==> config.mk <==
export PLATFORM = sky130hd
export DESIGN_NAME = wilder_rsi_indicator_core_flat
export DESIGN_NICKNAME = d
export VERILOG_FILES = /design/src/sv/rsi_pkg.sv /design/src/sv/rsi_if.sv /design/src/sv/rsi_div.sv /design/src/sv/rsi_seq.sv /design/src/sv/wilder_rsi_indicator_core.sv /design/src/flat_wrapper.sv
export SDC_FILE = /design/constraint.sdc
export NUM_CORES = 2
export LEC_CHECK = 0
export BUFFER_PORTS_ARGS = -buffer_cell sky130_fd_sc_hd__buf_2
export CORE_MARGIN = 2
export CORE_UTILIZATION = 32
export DETAILED_ROUTE_END_ITERATION = 10
export HOLD_SLACK_MARGIN = 0.03
export PLACE_DENSITY_LB_ADDON = 0.08
export SYNTH_ARGS = -nofsm -noshare
export SYNTH_HDL_FRONTEND = slang
export SYNTH_HIERARCHICAL = 1
export SYNTH_SLANG_ARGS = --single-unit
==> constraint.sdc <==
create_clock -name clk -period 10.45 [get_ports clk]
set_input_delay 2.09 -clock clk [delete_from_list [all_inputs] [get_ports clk]]
set_output_delay 2.09 -clock clk [all_outputs]
set_load 0.01 [all_outputs]
==> src/sv/rsi_pkg.sv <==
// Package for the Wilder relative strength index core.
// Holds field widths, register indexes, reset values and the zone codes.
// No dependencies; every other file of the block uses it.
`default_nettype none

package rsi_pkg;

	// Fixed widths of the stream and configuration fields.
	localparam int PRICE_PORT_W = 32;
	localparam int PERIOD_W     = 8;
	localparam int LEVEL_W      = 14;
	localparam int RSI_W        = 14;
	localparam int ZONE_W       = 2;
	localparam int CFG_IDX_W    = 2;
	localparam int CFG_DATA_W   = 14;

	// Default values of the module parameters.
	localparam int PRICE_WIDTH_DEF   = 32;
	localparam int AVG_FRAC_BITS_DEF = 16;

	// Headroom over the price width for the warm-up sums (up to 255 changes).
	localparam int SUM_HEADROOM = 8;

	// Full scale of the index in hundredths.
	localparam logic [RSI_W-1:0] RSI_FULL = 14'd10000;

	// Reset values of the configuration registers.
	localparam logic [PERIOD_W-1:0] PERIOD_RST     = 8'd14;
	localparam logic [LEVEL_W-1:0]  OVERBOUGHT_RST = 14'd7000;
	localparam logic [LEVEL_W-1:0]  OVERSOLD_RST   = 14'd3000;
	localparam logic [PERIOD_W-1:0] PERIOD_MIN     = 8'd2;

	// Configuration register indexes.
	typedef enum logic [CFG_IDX_W-1:0] {
		CFG_PERIOD     = 2'd0,
		CFG_OVERBOUGHT = 2'd1,
		CFG_OVERSOLD   = 2'd2
	} cfg_idx_t;

	// Zone codes of a result word.
	typedef enum logic [ZONE_W-1:0] {
		ZONE_NEUTRAL    = 2'd0,
		ZONE_OVERBOUGHT = 2'd1,
		ZONE_OVERSOLD   = 2'd2
	} zone_t;

endpackage

`default_nettype wire

==> src/sv/rsi_if.sv <==
// Stream and configuration interfaces of the relative strength index core.
// Depends on rsi_pkg for the field widths.
`default_nettype none

// Price stream: one price word per handshake.
interface rsi_price_if;
	logic                             valid;
	logic                             ready;
	logic [rsi_pkg::PRICE_PORT_W-1:0] price;

	modport source (output valid, output price, input ready);
	modport sink (input valid, input price, output ready);
endinterface

// Result stream: one index and zone word per handshake.
interface rsi_result_if;
	logic                       valid;
	logic                       ready;
	logic [rsi_pkg::RSI_W-1:0]  rsi_hundredths;
	logic [rsi_pkg::ZONE_W-1:0] zone;

	modport source (output valid, output rsi_hundredths, output zone, input ready);
	modport sink (input valid, input rsi_hundredths, input zone, output ready);
endinterface

// Configuration write channel: register index and write data.
interface rsi_cfg_if;
	logic                           valid;
	logic                           ready;
	logic [rsi_pkg::CFG_IDX_W-1:0]  index;
	logic [rsi_pkg::CFG_DATA_W-1:0] data;

	modport source (output valid, output index, output data, input ready);
	modport sink (input valid, input index, input data, output ready);
endinterface

`default_nettype wire

==> src/sv/rsi_div.sv <==
// Shared iterative restoring divider, one quotient bit per clock cycle.
// Depends on rsi_pkg only through the import convention; widths come from parameters.
`default_nettype none

module rsi_div #(
	parameter int NW  = 70,
	parameter int DVW = 57,
	parameter int CW  = 7
) (
	input  wire logic           clk,
	input  wire logic           arst_n,
	input  wire logic           start,
	input  wire logic [NW-1:0]  dividend,
	input  wire logic [DVW-1:0] divisor,
	input  wire logic [CW-1:0]  iters,
	output logic                done,
	output logic [NW-1:0]       quot
);
	import rsi_pkg::*;

	logic           busy_q;
	logic           done_q;
	logic [CW-1:0]  cnt_q;
	logic [DVW-1:0] rem_q;
	logic [DVW-1:0] dvs_q;
	logic [NW-1:0]  sh_q;

	logic [DVW:0]   trial;
	logic [DVW:0]   diff;
	logic           ge;
	logic [CW-1:0]  lshift;

	// Trial subtraction of the divisor from the partial remainder.
	assign trial  = {rem_q, sh_q[NW-1]};
	assign diff   = trial - {1'b0, dvs_q};
	assign ge     = trial >= {1'b0, dvs_q};
	assign lshift = CW'(NW) - iters;

	// Sequencing: count the requested number of quotient bits.
	always_ff @(posedge clk or negedge arst_n) begin
		if (!arst_n) begin
			busy_q <= 1'b0;
			done_q <= 1'b0;
			cnt_q  <= '0;
		end else begin
			done_q <= busy_q && (cnt_q == CW'(1));
			if (start) begin
				busy_q <= 1'b1;
				cnt_q  <= iters;
			end else if (busy_q) begin
				cnt_q <= cnt_q - CW'(1);
				if (cnt_q == CW'(1)) begin
					busy_q <= 1'b0;
				end
			end
		end
	end

	// Datapath: the upper dividend bits preload the remainder, the rest are shifted in
	// while the quotient bits enter at the bottom of the same register.
	always_ff @(posedge clk) begin
		if (start) begin
			rem_q <= DVW'(dividend >> iters);
			sh_q  <= dividend << lshift;
			dvs_q <= divisor;
		end else if (busy_q) begin
			rem_q <= ge ? diff[DVW-1:0] : trial[DVW-1:0];
			sh_q  <= {sh_q[NW-2:0], ge};
		end
	end

	assign done = done_q;
	assign quot = sh_q;

endmodule

`default_nettype wire

==> src/sv/rsi_seq.sv <==
// Sequencer and state of the relative strength index core: price history,
// warm-up sums, Wilder averages and the result register. Drives the shared divider.
// Depends on rsi_pkg.
`default_nettype none

module rsi_seq #(
	parameter int PW  = 32,
	parameter int FB  = 16,
	parameter int NW  = 70,
	parameter int DVW = 57,
	parameter int CW  = 7
) (
	input  wire logic                          clk,
	input  wire logic                          arst_n,
	input  wire logic                          in_valid,
	output logic                               in_ready,
	input  wire logic [PW-1:0]                 in_price,
	input  wire logic [rsi_pkg::PERIOD_W-1:0]  period,
	input  wire logic [rsi_pkg::LEVEL_W-1:0]   overbought_level,
	input  wire logic [rsi_pkg::LEVEL_W-1:0]   oversold_level,
	output logic                               out_valid,
	input  wire logic                          out_ready,
	output logic [rsi_pkg::RSI_W-1:0]          out_rsi,
	output rsi_pkg::zone_t                     out_zone,
	output logic                               div_start,
	output logic [NW-1:0]                      div_dividend,
	output logic [DVW-1:0]                     div_divisor,
	output logic [CW-1:0]                      div_iters,
	input  wire logic                          div_done,
	input  wire logic [NW-1:0]                 div_quot
);
	import rsi_pkg::*;

	localparam int AW = PW + SUM_HEADROOM + FB;

	typedef enum logic [8:0] {
		ST_IDLE   = 9'b000000001,
		ST_DIV_G  = 9'b000000010,
		ST_WAIT_G = 9'b000000100,
		ST_DIV_L  = 9'b000001000,
		ST_WAIT_L = 9'b000010000,
		ST_MUL    = 9'b000100000,
		ST_DIV_R  = 9'b001000000,
		ST_WAIT_R = 9'b010000000,
		ST_OUT    = 9'b100000000
	} state_t;

	state_t              state_q;
	logic [PW-1:0]       prev_q;
	logic                first_q;
	logic                seeded_q;
	logic [PERIOD_W-1:0] cnt_q;
	logic [AW-1:0]       avg_g_q;
	logic [AW-1:0]       avg_l_q;
	logic [PW-1:0]       xg_q;
	logic [PW-1:0]       xl_q;
	logic                up_q;
	logic [NW-1:0]       prod_q;
	logic [DVW-1:0]      den_q;
	logic [RSI_W-1:0]    rsi_q;
	logic                out_valid_q;
	logic [RSI_W-1:0]    out_rsi_q;
	zone_t               out_zone_q;

	logic                accept;
	logic [PERIOD_W-1:0] eff_p;
	logic [PW-1:0]       gain;
	logic [PW-1:0]       loss;
	logic                seed_now;
	logic                sel_l;
	logic [AW-1:0]       op_a;
	logic [AW-1:0]       op_x;
	logic                up;
	logic [AW-1:0]       up_diff;
	logic [AW:0]         dn_sum;
	logic [AW-1:0]       quot_a;
	logic [AW-1:0]       upd;
	logic                out_load;
	zone_t               zone_c;

	// Price change split into a gain and a loss; a flat price is a zero loss.
	assign accept   = in_valid && in_ready;
	assign in_ready = (state_q == ST_IDLE);
	assign eff_p    = (period < PERIOD_MIN) ? PERIOD_MIN : period;
	assign gain     = (in_price > prev_q) ? in_price - prev_q : '0;
	assign loss     = (in_price > prev_q) ? '0 : prev_q - in_price;
	assign seed_now = ({1'b0, cnt_q} + 9'd1) >= {1'b0, eff_p};

	// Operand selection for the gain and loss halves of the smoothing step.
	assign sel_l   = (state_q == ST_DIV_L) || (state_q == ST_WAIT_L);
	assign op_a    = sel_l ? avg_l_q : avg_g_q;
	assign op_x    = AW'(sel_l ? xl_q : xg_q) << FB;
	assign up      = op_x >= op_a;
	assign up_diff = op_x - op_a;
	assign dn_sum  = {1'b0, op_a} - {1'b0, op_x} + (AW+1)'(eff_p - 8'd1);
	assign quot_a  = div_quot[AW-1:0];
	assign upd     = up_q ? op_a + quot_a : op_a - quot_a;

	// Divider request: seed and smoothing divide by the period, the last step forms the ratio.
	always_comb begin
		div_start    = 1'b0;
		div_dividend = prod_q;
		div_divisor  = DVW'(eff_p);
		div_iters    = CW'(AW);
		unique case (state_q)
			ST_DIV_G, ST_DIV_L: begin
				div_start = 1'b1;
				if (!seeded_q) begin
					div_dividend = NW'(op_a) << FB;
				end else if (up) begin
					div_dividend = NW'(up_diff);
				end else begin
					div_dividend = NW'(dn_sum);
				end
			end
			ST_DIV_R: begin
				div_start   = 1'b1;
				div_divisor = den_q;
				div_iters   = CW'(RSI_W);
			end
			default: begin
			end
		endcase
	end

	// Zone from the thresholds; overbought takes priority.
	always_comb begin
		if (rsi_q > overbought_level) begin
			zone_c = ZONE_OVERBOUGHT;
		end else if (rsi_q < oversold_level) begin
			zone_c = ZONE_OVERSOLD;
		end else begin
			zone_c = ZONE_NEUTRAL;
		end
	end

	assign out_load = (state_q == ST_OUT) && (!out_valid_q || out_ready);

	// Control sequencer and architectural state.
	always_ff @(posedge clk or negedge arst_n) begin
		if (!arst_n) begin
			state_q     <= ST_IDLE;
			prev_q      <= '0;
			first_q     <= 1'b0;
			seeded_q    <= 1'b0;
			cnt_q       <= '0;
			avg_g_q     <= '0;
			avg_l_q     <= '0;
			out_valid_q <= 1'b0;
		end else begin
			if (out_load) begin
				out_valid_q <= 1'b1;
			end else if (out_ready) begin
				out_valid_q <= 1'b0;
			end
			unique case (state_q)
				ST_IDLE: begin
					if (accept) begin
						prev_q <= in_price;
						if (!first_q) begin
							first_q <= 1'b1;
						end else if (!seeded_q) begin
							avg_g_q <= avg_g_q + AW'(gain);
							avg_l_q <= avg_l_q + AW'(loss);
							cnt_q   <= cnt_q + 8'd1;
							if (seed_now) begin
								state_q <= ST_DIV_G;
							end
						end else begin
							state_q <= ST_DIV_G;
						end
					end
				end
				ST_DIV_G: begin
					state_q <= ST_WAIT_G;
				end
				ST_WAIT_G: begin
					if (div_done) begin
						avg_g_q <= seeded_q ? upd : quot_a;
						state_q <= ST_DIV_L;
					end
				end
				ST_DIV_L: begin
					state_q <= ST_WAIT_L;
				end
				ST_WAIT_L: begin
					if (div_done) begin
						avg_l_q  <= seeded_q ? upd : quot_a;
						seeded_q <= 1'b1;
						state_q  <= ST_MUL;
					end
				end
				ST_MUL: begin
					state_q <= (avg_l_q == '0) ? ST_OUT : ST_DIV_R;
				end
				ST_DIV_R: begin
					state_q <= ST_WAIT_R;
				end
				ST_WAIT_R: begin
					if (div_done) begin
						state_q <= ST_OUT;
					end
				end
				ST_OUT: begin
					if (out_load) begin
						state_q <= ST_IDLE;
					end
				end
				default: begin
					state_q <= ST_IDLE;
				end
			endcase
		end
	end

	// Payload registers: changes, direction, ratio operands and the result word.
	always_ff @(posedge clk) begin
		if (accept) begin
			xg_q <= gain;
			xl_q <= loss;
		end
		if ((state_q == ST_DIV_G) || (state_q == ST_DIV_L)) begin
			up_q <= up;
		end
		if (state_q == ST_MUL) begin
			prod_q <= NW'(avg_g_q) * NW'(RSI_FULL);
			den_q  <= DVW'(avg_g_q) + DVW'(avg_l_q);
			rsi_q  <= RSI_FULL;
		end
		if ((state_q == ST_WAIT_R) && div_done) begin
			rsi_q <= div_quot[RSI_W-1:0];
		end
		if (out_load) begin
			out_rsi_q  <= rsi_q;
			out_zone_q <= zone_c;
		end
	end

	assign out_valid = out_valid_q;
	assign out_rsi   = out_rsi_q;
	assign out_zone  = out_zone_q;

endmodule

`default_nettype wire

==> src/sv/wilder_rsi_indicator_core.sv <==
// Wilder relative strength index core. One price word goes in per handshake. The first price
// only primes the history; the next "period" changes are summed and divided by the period to
// seed the average gain and loss, and every later change applies Wilder smoothing. From the
// seeding price onwards each price yields one result word: the index in hundredths (10000 when
// the average loss is zero) and a zone code. Warm-up prices give no result. A single shared
// divider, which produces one quotient bit per cycle, serves the gain and loss divisions by
// the period and the final ratio. With a zero average loss the ratio division is skipped.
// The input is not ready while a price is being worked on; the result register lets the
// next price enter while a finished result waits. Configuration writes are always accepted.
// Depends on rsi_pkg, rsi_if, rsi_div and rsi_seq.
`default_nettype none

module wilder_rsi_indicator_core #(
	parameter int PRICE_WIDTH           = rsi_pkg::PRICE_WIDTH_DEF,
	parameter int AVERAGE_FRACTION_BITS = rsi_pkg::AVG_FRAC_BITS_DEF
) (
	input  wire logic    clk,
	input  wire logic    arst_n,
	rsi_price_if.sink    prices,
	rsi_result_if.source results,
	rsi_cfg_if.sink      cfg
);
	import rsi_pkg::*;

	localparam int AW  = PRICE_WIDTH + SUM_HEADROOM + AVERAGE_FRACTION_BITS;
	localparam int DVW = AW + 1;
	localparam int NW  = AW + RSI_W;
	localparam int CW  = $clog2(NW + 1);

	logic [PERIOD_W-1:0]    period_q;
	logic [LEVEL_W-1:0]     overbought_q;
	logic [LEVEL_W-1:0]     oversold_q;
	logic [PRICE_WIDTH-1:0] price_w;
	zone_t                  zone_w;

	logic                   div_start;
	logic [NW-1:0]          div_dividend;
	logic [DVW-1:0]         div_divisor;
	logic [CW-1:0]          div_iters;
	logic                   div_done;
	logic [NW-1:0]          div_quot;

	// Configuration registers; an unknown index writes nothing.
	assign cfg.ready = 1'b1;

	always_ff @(posedge clk or negedge arst_n) begin
		if (!arst_n) begin
			period_q     <= PERIOD_RST;
			overbought_q <= OVERBOUGHT_RST;
			oversold_q   <= OVERSOLD_RST;
		end else if (cfg.valid && cfg.ready) begin
			unique case (cfg_idx_t'(cfg.index))
				CFG_PERIOD:     period_q     <= cfg.data[PERIOD_W-1:0];
				CFG_OVERBOUGHT: overbought_q <= cfg.data[LEVEL_W-1:0];
				CFG_OVERSOLD:   oversold_q   <= cfg.data[LEVEL_W-1:0];
				default: begin
				end
			endcase
		end
	end

	// Only the low PRICE_WIDTH bits of a price word take part.
	assign price_w = PRICE_WIDTH'(prices.price);

	// Sequencer with the averages and the result register.
	rsi_seq #(
		.PW  (PRICE_WIDTH),
		.FB  (AVERAGE_FRACTION_BITS),
		.NW  (NW),
		.DVW (DVW),
		.CW  (CW)
	) u_seq (
		.clk              (clk),
		.arst_n           (arst_n),
		.in_valid         (prices.valid),
		.in_ready         (prices.ready),
		.in_price         (price_w),
		.period           (period_q),
		.overbought_level (overbought_q),
		.oversold_level   (oversold_q),
		.out_valid        (results.valid),
		.out_ready        (results.ready),
		.out_rsi          (results.rsi_hundredths),
		.out_zone         (zone_w),
		.div_start        (div_start),
		.div_dividend     (div_dividend),
		.div_divisor      (div_divisor),
		.div_iters        (div_iters),
		.div_done         (div_done),
		.div_quot         (div_quot)
	);

	assign results.zone = zone_w;

	// Shared divider.
	rsi_div #(
		.NW  (NW),
		.DVW (DVW),
		.CW  (CW)
	) u_div (
		.clk      (clk),
		.arst_n   (arst_n),
		.start    (div_start),
		.dividend (div_dividend),
		.divisor  (div_divisor),
		.iters    (div_iters),
		.done     (div_done),
		.quot     (div_quot)
	);

endmodule

`default_nettype wire

==> src/flat_wrapper.sv <==
// flat-port wrapper written by rule: the top's interface ports become plain ports
module wilder_rsi_indicator_core_flat import rsi_pkg::*;
#(
	parameter int PRICE_WIDTH           = rsi_pkg::PRICE_WIDTH_DEF,
	parameter int AVERAGE_FRACTION_BITS = rsi_pkg::AVG_FRAC_BITS_DEF
)
  (clk, arst_n, prices_valid, prices_price, prices_ready, results_valid, results_rsi_hundredths, results_zone, results_ready, cfg_valid, cfg_index, cfg_data, cfg_ready);
  rsi_price_if prices_i ();
  rsi_result_if results_i ();
  rsi_cfg_if cfg_i ();
  input  wire logic clk;
  input  wire logic arst_n;
  input wire logic [$bits(prices_i.valid)-1:0] prices_valid;
  input wire logic [$bits(prices_i.price)-1:0] prices_price;
  output wire logic [$bits(prices_i.ready)-1:0] prices_ready;
  output wire logic [$bits(results_i.valid)-1:0] results_valid;
  output wire logic [$bits(results_i.rsi_hundredths)-1:0] results_rsi_hundredths;
  output wire logic [$bits(results_i.zone)-1:0] results_zone;
  input wire logic [$bits(results_i.ready)-1:0] results_ready;
  input wire logic [$bits(cfg_i.valid)-1:0] cfg_valid;
  input wire logic [$bits(cfg_i.index)-1:0] cfg_index;
  input wire logic [$bits(cfg_i.data)-1:0] cfg_data;
  output wire logic [$bits(cfg_i.ready)-1:0] cfg_ready;
  assign prices_i.valid = prices_valid;
  assign prices_i.price = prices_price;
  assign prices_ready = prices_i.ready;
  assign results_valid = results_i.valid;
  assign results_rsi_hundredths = results_i.rsi_hundredths;
  assign results_zone = results_i.zone;
  assign results_i.ready = results_ready;
  assign cfg_i.valid = cfg_valid;
  assign cfg_i.index = cfg_index;
  assign cfg_i.data = cfg_data;
  assign cfg_ready = cfg_i.ready;
  wilder_rsi_indicator_core #(.PRICE_WIDTH(PRICE_WIDTH), .AVERAGE_FRACTION_BITS(AVERAGE_FRACTION_BITS)) u_core (.clk(clk), .arst_n(arst_n), .prices(prices_i), .results(results_i), .cfg(cfg_i));
endmodule
Word level (Yosys, flattened, before mapping). Cells that the tools add are included.

Output and inout bits: 19. Register bits: 611. Input port bits: 53. Logic and storage cells: 146.

Add/sub/neg operators: 16. Shift-type cells: 2. Multiplexer cells: 47. Equal/unequal tests: 20. Bitwise gates (word level): 1. Order comparisons: 7. $mul: 1. Reductions and logical operators: 26.

Operators with widths (count): $mux W56 (10); $mux W70 (4); $mux W57 (4); $pmux W56 S2 (2); $add A56 B32 Y56 (2); $mux W32 (3); $mux W9 (9); $pmux W9 S9 (1); $shl A70 B7 Y70 (1); $shr A70 B7 Y57 (1); $mul A56 B10 Y66 const B (1); $sub A32 B32 Y32 (2); $ge A58 B57 Y1 (1); $add A56 B56 Y57 (1); $add A57 B57 Y57 (1); $sub A56 B48 Y57 (1); $sub A57 B57 Y57 (1); $add A56 B56 Y56 (1); $ge A48 B56 Y1 (1); $logic_not A56 Y1 (1); $sub A48 B56 Y56 (1); $sub A56 B56 Y56 (1); $gt A32 B32 Y1 (1); $mux W14 (2); 41 further kinds (67).

Depth between registers and ports, before layout.
Word-level depth: 10. Mapped depth: 35. Gate-level depth less buffers: 34.

Cells and area by module. The synthesis kept the hierarchy.

By module, submodules not included: rsi_seq (times used 1, cells each 6119, area each 49742.7 µm², seq. area each 10651.5 µm²); rsi_div (times used 1, cells each 2169, area each 19523.7 µm², seq. area each 5750.5 µm²); wilder_rsi_indicator_core (times used 1, cells each 79, area each 1381.3 µm², seq. area each 922.1 µm²).

Least setup slack after synthesis. Ideal clock, no wire load.

Path kind: input port to flip-flop. From: input port prices_price[5]. To: register u_core.u_seq.avg_l_q[46]. Stages on the path: 30. Setup slack: 2.179 ns. Buffers on the path: 3. Library setup time: 0.120 ns. Arrival: 8.152 ns. Data required time: 10.330 ns. Cell sequence: inv_1 ha_1 clkbuf_1 nand3_1 o21ai_0 a21oi_1 o21ai_1 o21a_1 nor3_1 o311a_1 o21a_1 o21a_1 o31ai_2 buf_2 nor2_1 ha_1 fa_1 a21o_1 a21oi_1 o21ai_0 a21oi_1 and3b_1 o21a_1 o31ai_1 a21oi_1 a31oi_1 buf_2 nor2_1 a311o_1 and3_1.

Word-level cells in the longest chain between the ends: 7. Elaborated cells between the ends (all ways): 8. Classes of those cells: 2 x add/sub; 1 x order compare; 5 x mux.

RTL lines: start: declaration (line flat_wrapper.sv:14) `input wire logic [$bits(prices_i.price)-1:0] prices_price;`; $gt A32 B32 Y1 (line rsi_seq.sv:86) `assign loss = (in_price > prev_q) ? '0 : prev_q - in_price;`; $mux W32 (line rsi_seq.sv:86); net u_core.u_seq.loss[0] (line rsi_seq.sv:68) `logic [PW-1:0] loss;`; $add A56 B32 Y56 (line rsi_seq.sv:164) `avg_l_q <= avg_l_q + AW'(loss);`; $mux W56 (line rsi_seq.sv:162) `end else if (!seeded_q) begin`; $mux W56 (line rsi_seq.sv:160) `if (!first_q) begin`; $mux W56 (line rsi_seq.sv:158) `if (accept) begin`; $pmux W56 S2 (line rsi_seq.sv:156) `unique case (state_q)`; end signal: assignment (line rsi_seq.sv:164); end signal: assignment (line rsi_seq.sv:188) `avg_l_q <= seeded_q ? upd : quot_a;`; end: declaration (line rsi_seq.sv:54) `logic [AW-1:0] avg_l_q;`.

The timed path passes the listed nets, and every way through them passes these cells. The select of a mux whose other input is x is not followed. A chain may end at the register's enable or synchronous reset.

Worst setup path in the final report.
From: register u_core.u_seq.state_q[8]. To: register u_core.u_div.sh_q[52] (netlist: u_core/u_div/quot[52]), data pin.

Word-level cells in the longest chain between the ends: 10. Elaborated cells between the ends (all ways): 21. Classes of those cells: 4 x add/sub; 1 x order compare; 4 x eq/ne; 1 x shift; 8 x mux; 3 x reduce/logical.

RTL lines: start: declaration (line rsi_seq.sv:48) `state_t state_q;`; start signal: assignment (line rsi_seq.sv:194) `state_q <= (avg_l_q == '0) ? ST_OUT : ST_DIV_R;`; $eq A9 B4 Y1 / $eq A9 B5 Y1 (equally long branches) (line rsi_seq.sv:90, rsi_seq.sv:105); $logic_or A1 B1 Y1 (line rsi_seq.sv:90) `assign sel_l = (state_q == ST_DIV_L) || (state_q == ST_WAIT_L);`; $mux W56 (line rsi_seq.sv:91) `assign op_a = sel_l ? avg_l_q : avg_g_q;`; $sub A56 B48 Y57 (line rsi_seq.sv:95) `assign dn_sum = {1'b0, op_a} - {1'b0, op_x} + (AW+1)'(eff_p - 8'd1);`; $add A57 B57 Y57 (line rsi_seq.sv:95); $mux W57 (line rsi_seq.sv:110) `end else if (up) begin`; $mux W70 (line rsi_seq.sv:108) `if (!seeded_q) begin`; $mux W70 * (line rsi_seq.sv:105) `unique case (state_q)`; net u_core.div_dividend[6] (line wilder_rsi_indicator_core.sv:37) `logic [NW-1:0] div_dividend;`; $shl A70 B7 Y70 * (line rsi_div.sv:64) `sh_q <= dividend << lshift;`; $mux W70 * (line rsi_div.sv:62) `if (start) begin`; end signal: assignment (line rsi_div.sv:64); end signal: assignment (line rsi_div.sv:68) `sh_q <= {sh_q[NW-2:0], ge};`; end: declaration (line rsi_div.sv:26) `logic [NW-1:0] sh_q;`.

Mark *: on every way through the listed nets, which the timed path passes. The rest lies on a longest branch.

==> flow_summary_export.csv <==
group,metric,value,unit
run_status,status,"finished clean",
detailed_routing,route.vias.total,63964,
logic_synthesis,synth_area_leaders,"edfxtp_1, ha_1, dfrtp_1",
placement,place_hpwl,248000,um
worst_setup_path,cp.required,10.92,ns
global_route,grt_first_pass_wirelength,441000,um
global_route,grt_pass1_vias,62818,
floorplanning,rows,172,
floorplanning,start_util,32.2,%
worst_setup_path,cp_data_arrival_time,9.85,ns
logic_synthesis,ys_types,110,
cells_and_area,fin_nets,9250,
clock_tree,cts_hold_buf,0,
timing,setup_viol,0,
timing,grt_setup_unrepaired,"no",
worst_setup_path,worstSetupEndpointType,"register",
detailed_routing,post_drt_wl_per_cell,27.1,um
clock_tree,ctsHtreeMaxLevel,3,
timing,clock-skew-final,0.0461,ns
cells_and_area,multi_input_area,48700,um^2
timing,slew_viol_final,0,
floorplanning,io_pins,72,
timing,hold_viol,0,
clock_tree,clock_sinks,611,
logic_synthesis,synthTopCellsByCount,"nand2_1, inv_1, a21oi_1",
logic_synthesis,yosys_warnings,6,
worst_setup_path,worstSetupStartpointType,"register",
clock_tree,numCtsBuffers,87,
detailed_routing,drc,0,
global_route,grt_max_degree,144,
detailed_routing,ant_nets,0,
worst_setup_path,cp_slowest_cell,"o21ai_2",
placement,io_buffer_count,70,
worst_setup_path,path_cells,"nor4_2, nand3_4, mux2i_1, ha_1, nand2_1, nor4_1, o211ai_1, o2bb2ai_1, o21ai_1, a31oi_1, o21ai_2, o21ai_0, a22o_1, mux4_2, mux2i_1, mux2i_1, a22oi_1, nor2_1, a21oi_1, o2bb2ai_1",
logic_synthesis,yosys.cell_count.top_type,"nand2_1",
timing,fin_crit,9.38,ns
cells_and_area,post-route-util,35.4,%
logic_synthesis,synth.top_cell.area_share,17.1,%
cells_and_area,drive_gt1_share,8.56,%
placement,gp_congestion,0.933,
detailed_routing,via_per_inst,5.68,
worst_setup_path,path_delay_family,"compound AO/OA/AOI/OAI gates",
cells_and_area,area_delta_synth_final,9.86,%
clock_tree,clk_path_buf_depth,3,
logic_synthesis,synth_top_area_cell,"edfxtp_1",
clock_tree,clkTransAtPathRegs,0.06,ns
global_route,antenna_found_initial,5,
logic_synthesis,synth_cells,8367,
worst_setup_path,worst-path-max-fanout,34,
logic_synthesis,synth_async_sr_flop_share,34.2,%
logic_synthesis,syn_area,70600,um^2
worst_setup_path,cp_num_buf_inv,0,
clock_tree,clk_latency,0.77,ns
detailed_routing,routed_wl,305000,um
floorplanning,die_h,474,um
placement,dpl_worst_slack,0.570,ns
clock_tree,cts_setup_buffers,0,
logic_synthesis,synth-seq-area-share,24.5,%
logic_synthesis,synth_flop_cell,"edfxtp_1",
worst_setup_path,crit_top_cell,"mux2i_1",
timing,relSlewSlack,14.6,%
clock_tree,cts_resized,0,
global_route,grt-ovfl-total,0,
detailed_routing,first_pass_iters,6,
timing,fmax,107,MHz
worst_setup_path,slowest_delay,0.84,ns
floorplanning,core_area,220000,um^2
hold_path,min_path_type,"register to register",
timing,worst_pin_slew,1.26,ns
clock_tree,cts-root-buf,"clkbuf_16",
logic_synthesis,syn_area_per_cell,8.44,um^2
flow_run,maxCapViolCount,0,
worst_setup_path,crit_type,"register to register",
timing,fin_crit_sh,89.8,%
detailed_routing,drtIter0Drc,5774,
logic_synthesis,ys_ff_latch,611,
floorplanning,dieArea,225000,um^2
logic_synthesis,synth_edf_count,402,
timing,timing.final.ws_setup,1.07,ns
floorplanning,fp.dieW,474,um
global_route,track_usage,26.6,%
timing,tns,0,ns
cells_and_area,fillers,22950,
cells_and_area,register_area,17300,um^2
clock_tree,cts_tree,"done",
==> sequential cells by signal (all words and copies together), names as in the netlist, 14 cells and up <==
signal,flops
u_core/u_seq/rsi_q,14
u_core/oversold_q,14
u_core/u_seq/prev_q,32
u_core/u_seq/avg_l_q,56
u_core/u_div/dvs_q,57
u_core/u_seq/xl_q,32
u_core/u_seq/xg_q,32
u_core/u_seq/prod_q,66
u_core/u_seq/out_rsi,14
u_core/u_div/rem_q,57
u_core/u_div/quot,70
u_core/u_seq/den_q,57
u_core/u_seq/avg_g_q,56
u_core/overbought_q,14
==> logic make-up (layout without fill, tap and decap cells) <==
kind of cell	Yosys count	in the layout	synth area share, %
fa+ha+maj	877	877	17.6
flops	611	611	24.5
other cells	3	11	0.0159
simple gates	2293	2293	14.9
buf+inv	1232	1253	6.77
compound gates	2401	2401	21.4
xor+xnor	503	503	6.25
mux	447	447	8.51
==> per-stage QoR <==
| step | hold WS (ns) | instance area, um^2 | instances |
|---|---|---|---|
| global route | 0.503 | 77600 | 11262 |
| detailed placement | 0.475 | 74700 | 11102 |
| global placement | 0.460 | 74700 | 11102 |
| finish | 0.474 | 77600 | 11267 |
| floorplan | 0.426 | 70700 | 8368 |
| CTS | 0.484 | 77600 | 11260 |
==> path summary, 6_finish.rpt <==
| check | start | endpoint | slack [ns] | depth (start not counted) |
|---|---|---|---|---|
| setup / recovery | u_core/u_seq/state_q[8] | u_core/u_div/quot[52] | 1.07 | 20 |
| hold / removal | u_core/u_seq/rsi_q[0] | u_core/u_seq/out_rsi[0] | 0.47 | 0 |
| setup reg to reg | u_core/u_seq/state_q[8] | u_core/u_div/quot[52] | 1.07 | 20 |
| hold reg to reg | u_core/u_seq/rsi_q[0] | u_core/u_seq/out_rsi[0] | 0.47 | 0 |
| max in group asynchronous | arst_n | u_core/u_div/cnt_q[5] | 6.94 | 3 |
| min in group asynchronous | arst_n | u_core/u_seq/avg_g_q[48] | 1.39 | 1 |
==> routing by layer <==
| metal | GRT usage (%) | share of wire, % | vias to the layer above |
|---|---|---|---|
| met3 | 2.89 | 5.2 | 343 |
| met2 | 42.6 | 45 | 1945 |
| li1 | - | - | 29761 |
| met1 | 37.4 | 46 | 31915 |
| met5 | 0 | 0 | - |
| met4 | 8.34 | 3.4 | 0 |
==> worst register-to-register path: stages, from the launching register on <==
cell and delay [ns]:
dfrtp_1 0.43, nor4_2 0.65, nand3_4 0.62, mux2i_1 0.80, ha_1 0.46, nand2_1 0.18, nor4_1 0.66, o211ai_1 0.33
o2bb2ai_1 0.35, o21ai_1 0.47, a31oi_1 0.29, o21ai_2 0.84, o21ai_0 0.44, a22o_1 0.40, mux4_2 0.51, mux2i_1 0.22
mux2i_1 0.22, a22oi_1 0.48, nor2_1 0.08, a21oi_1 0.55, o2bb2ai_1 0.11
==> final cells by class <==
type                    count  share of cell area (%)
multi-input cells        6525                    62.8
flip-flops and latches    611                    22.3
well taps                2871                    4.63
inverters                 809                    3.93
clock buffers             117                    3.10
repair buffers            286                    2.59
clock inverters            41                   0.616
diodes                      7                  0.0226
==> cell usage in the layout, fill, tap and decap left out, drive strengths merged, types with 56 or more instances in the layout <==
cell type  synthesis  layout
nand2            871     871
inv              807     811
a21oi            754     754
ha               683     683
nor2             593     593
o21ai            538     538
edfxtp           402     402
a21o             321     321
xnor2            290     290
buf              108     286
mux2i            253     253
xor2             213     213
fa               194     194
dfrtp            191     191
nor3             142     142
nand3            140     140
clkbuf           315     117
mux4             115     115
nand4            102     102
o21bai            92      92
and2              91      91
a31oi             85      85
mux2              79      79
a211oi            74      74
nor2b             67      67
nand2b            63      63
o211ai            63      63
o22ai             61      61
o21a              56      56
Power is left out: the tool's default activity adds up to more than one toggle a clock period on the data nets, which glitch-free logic cannot reach.
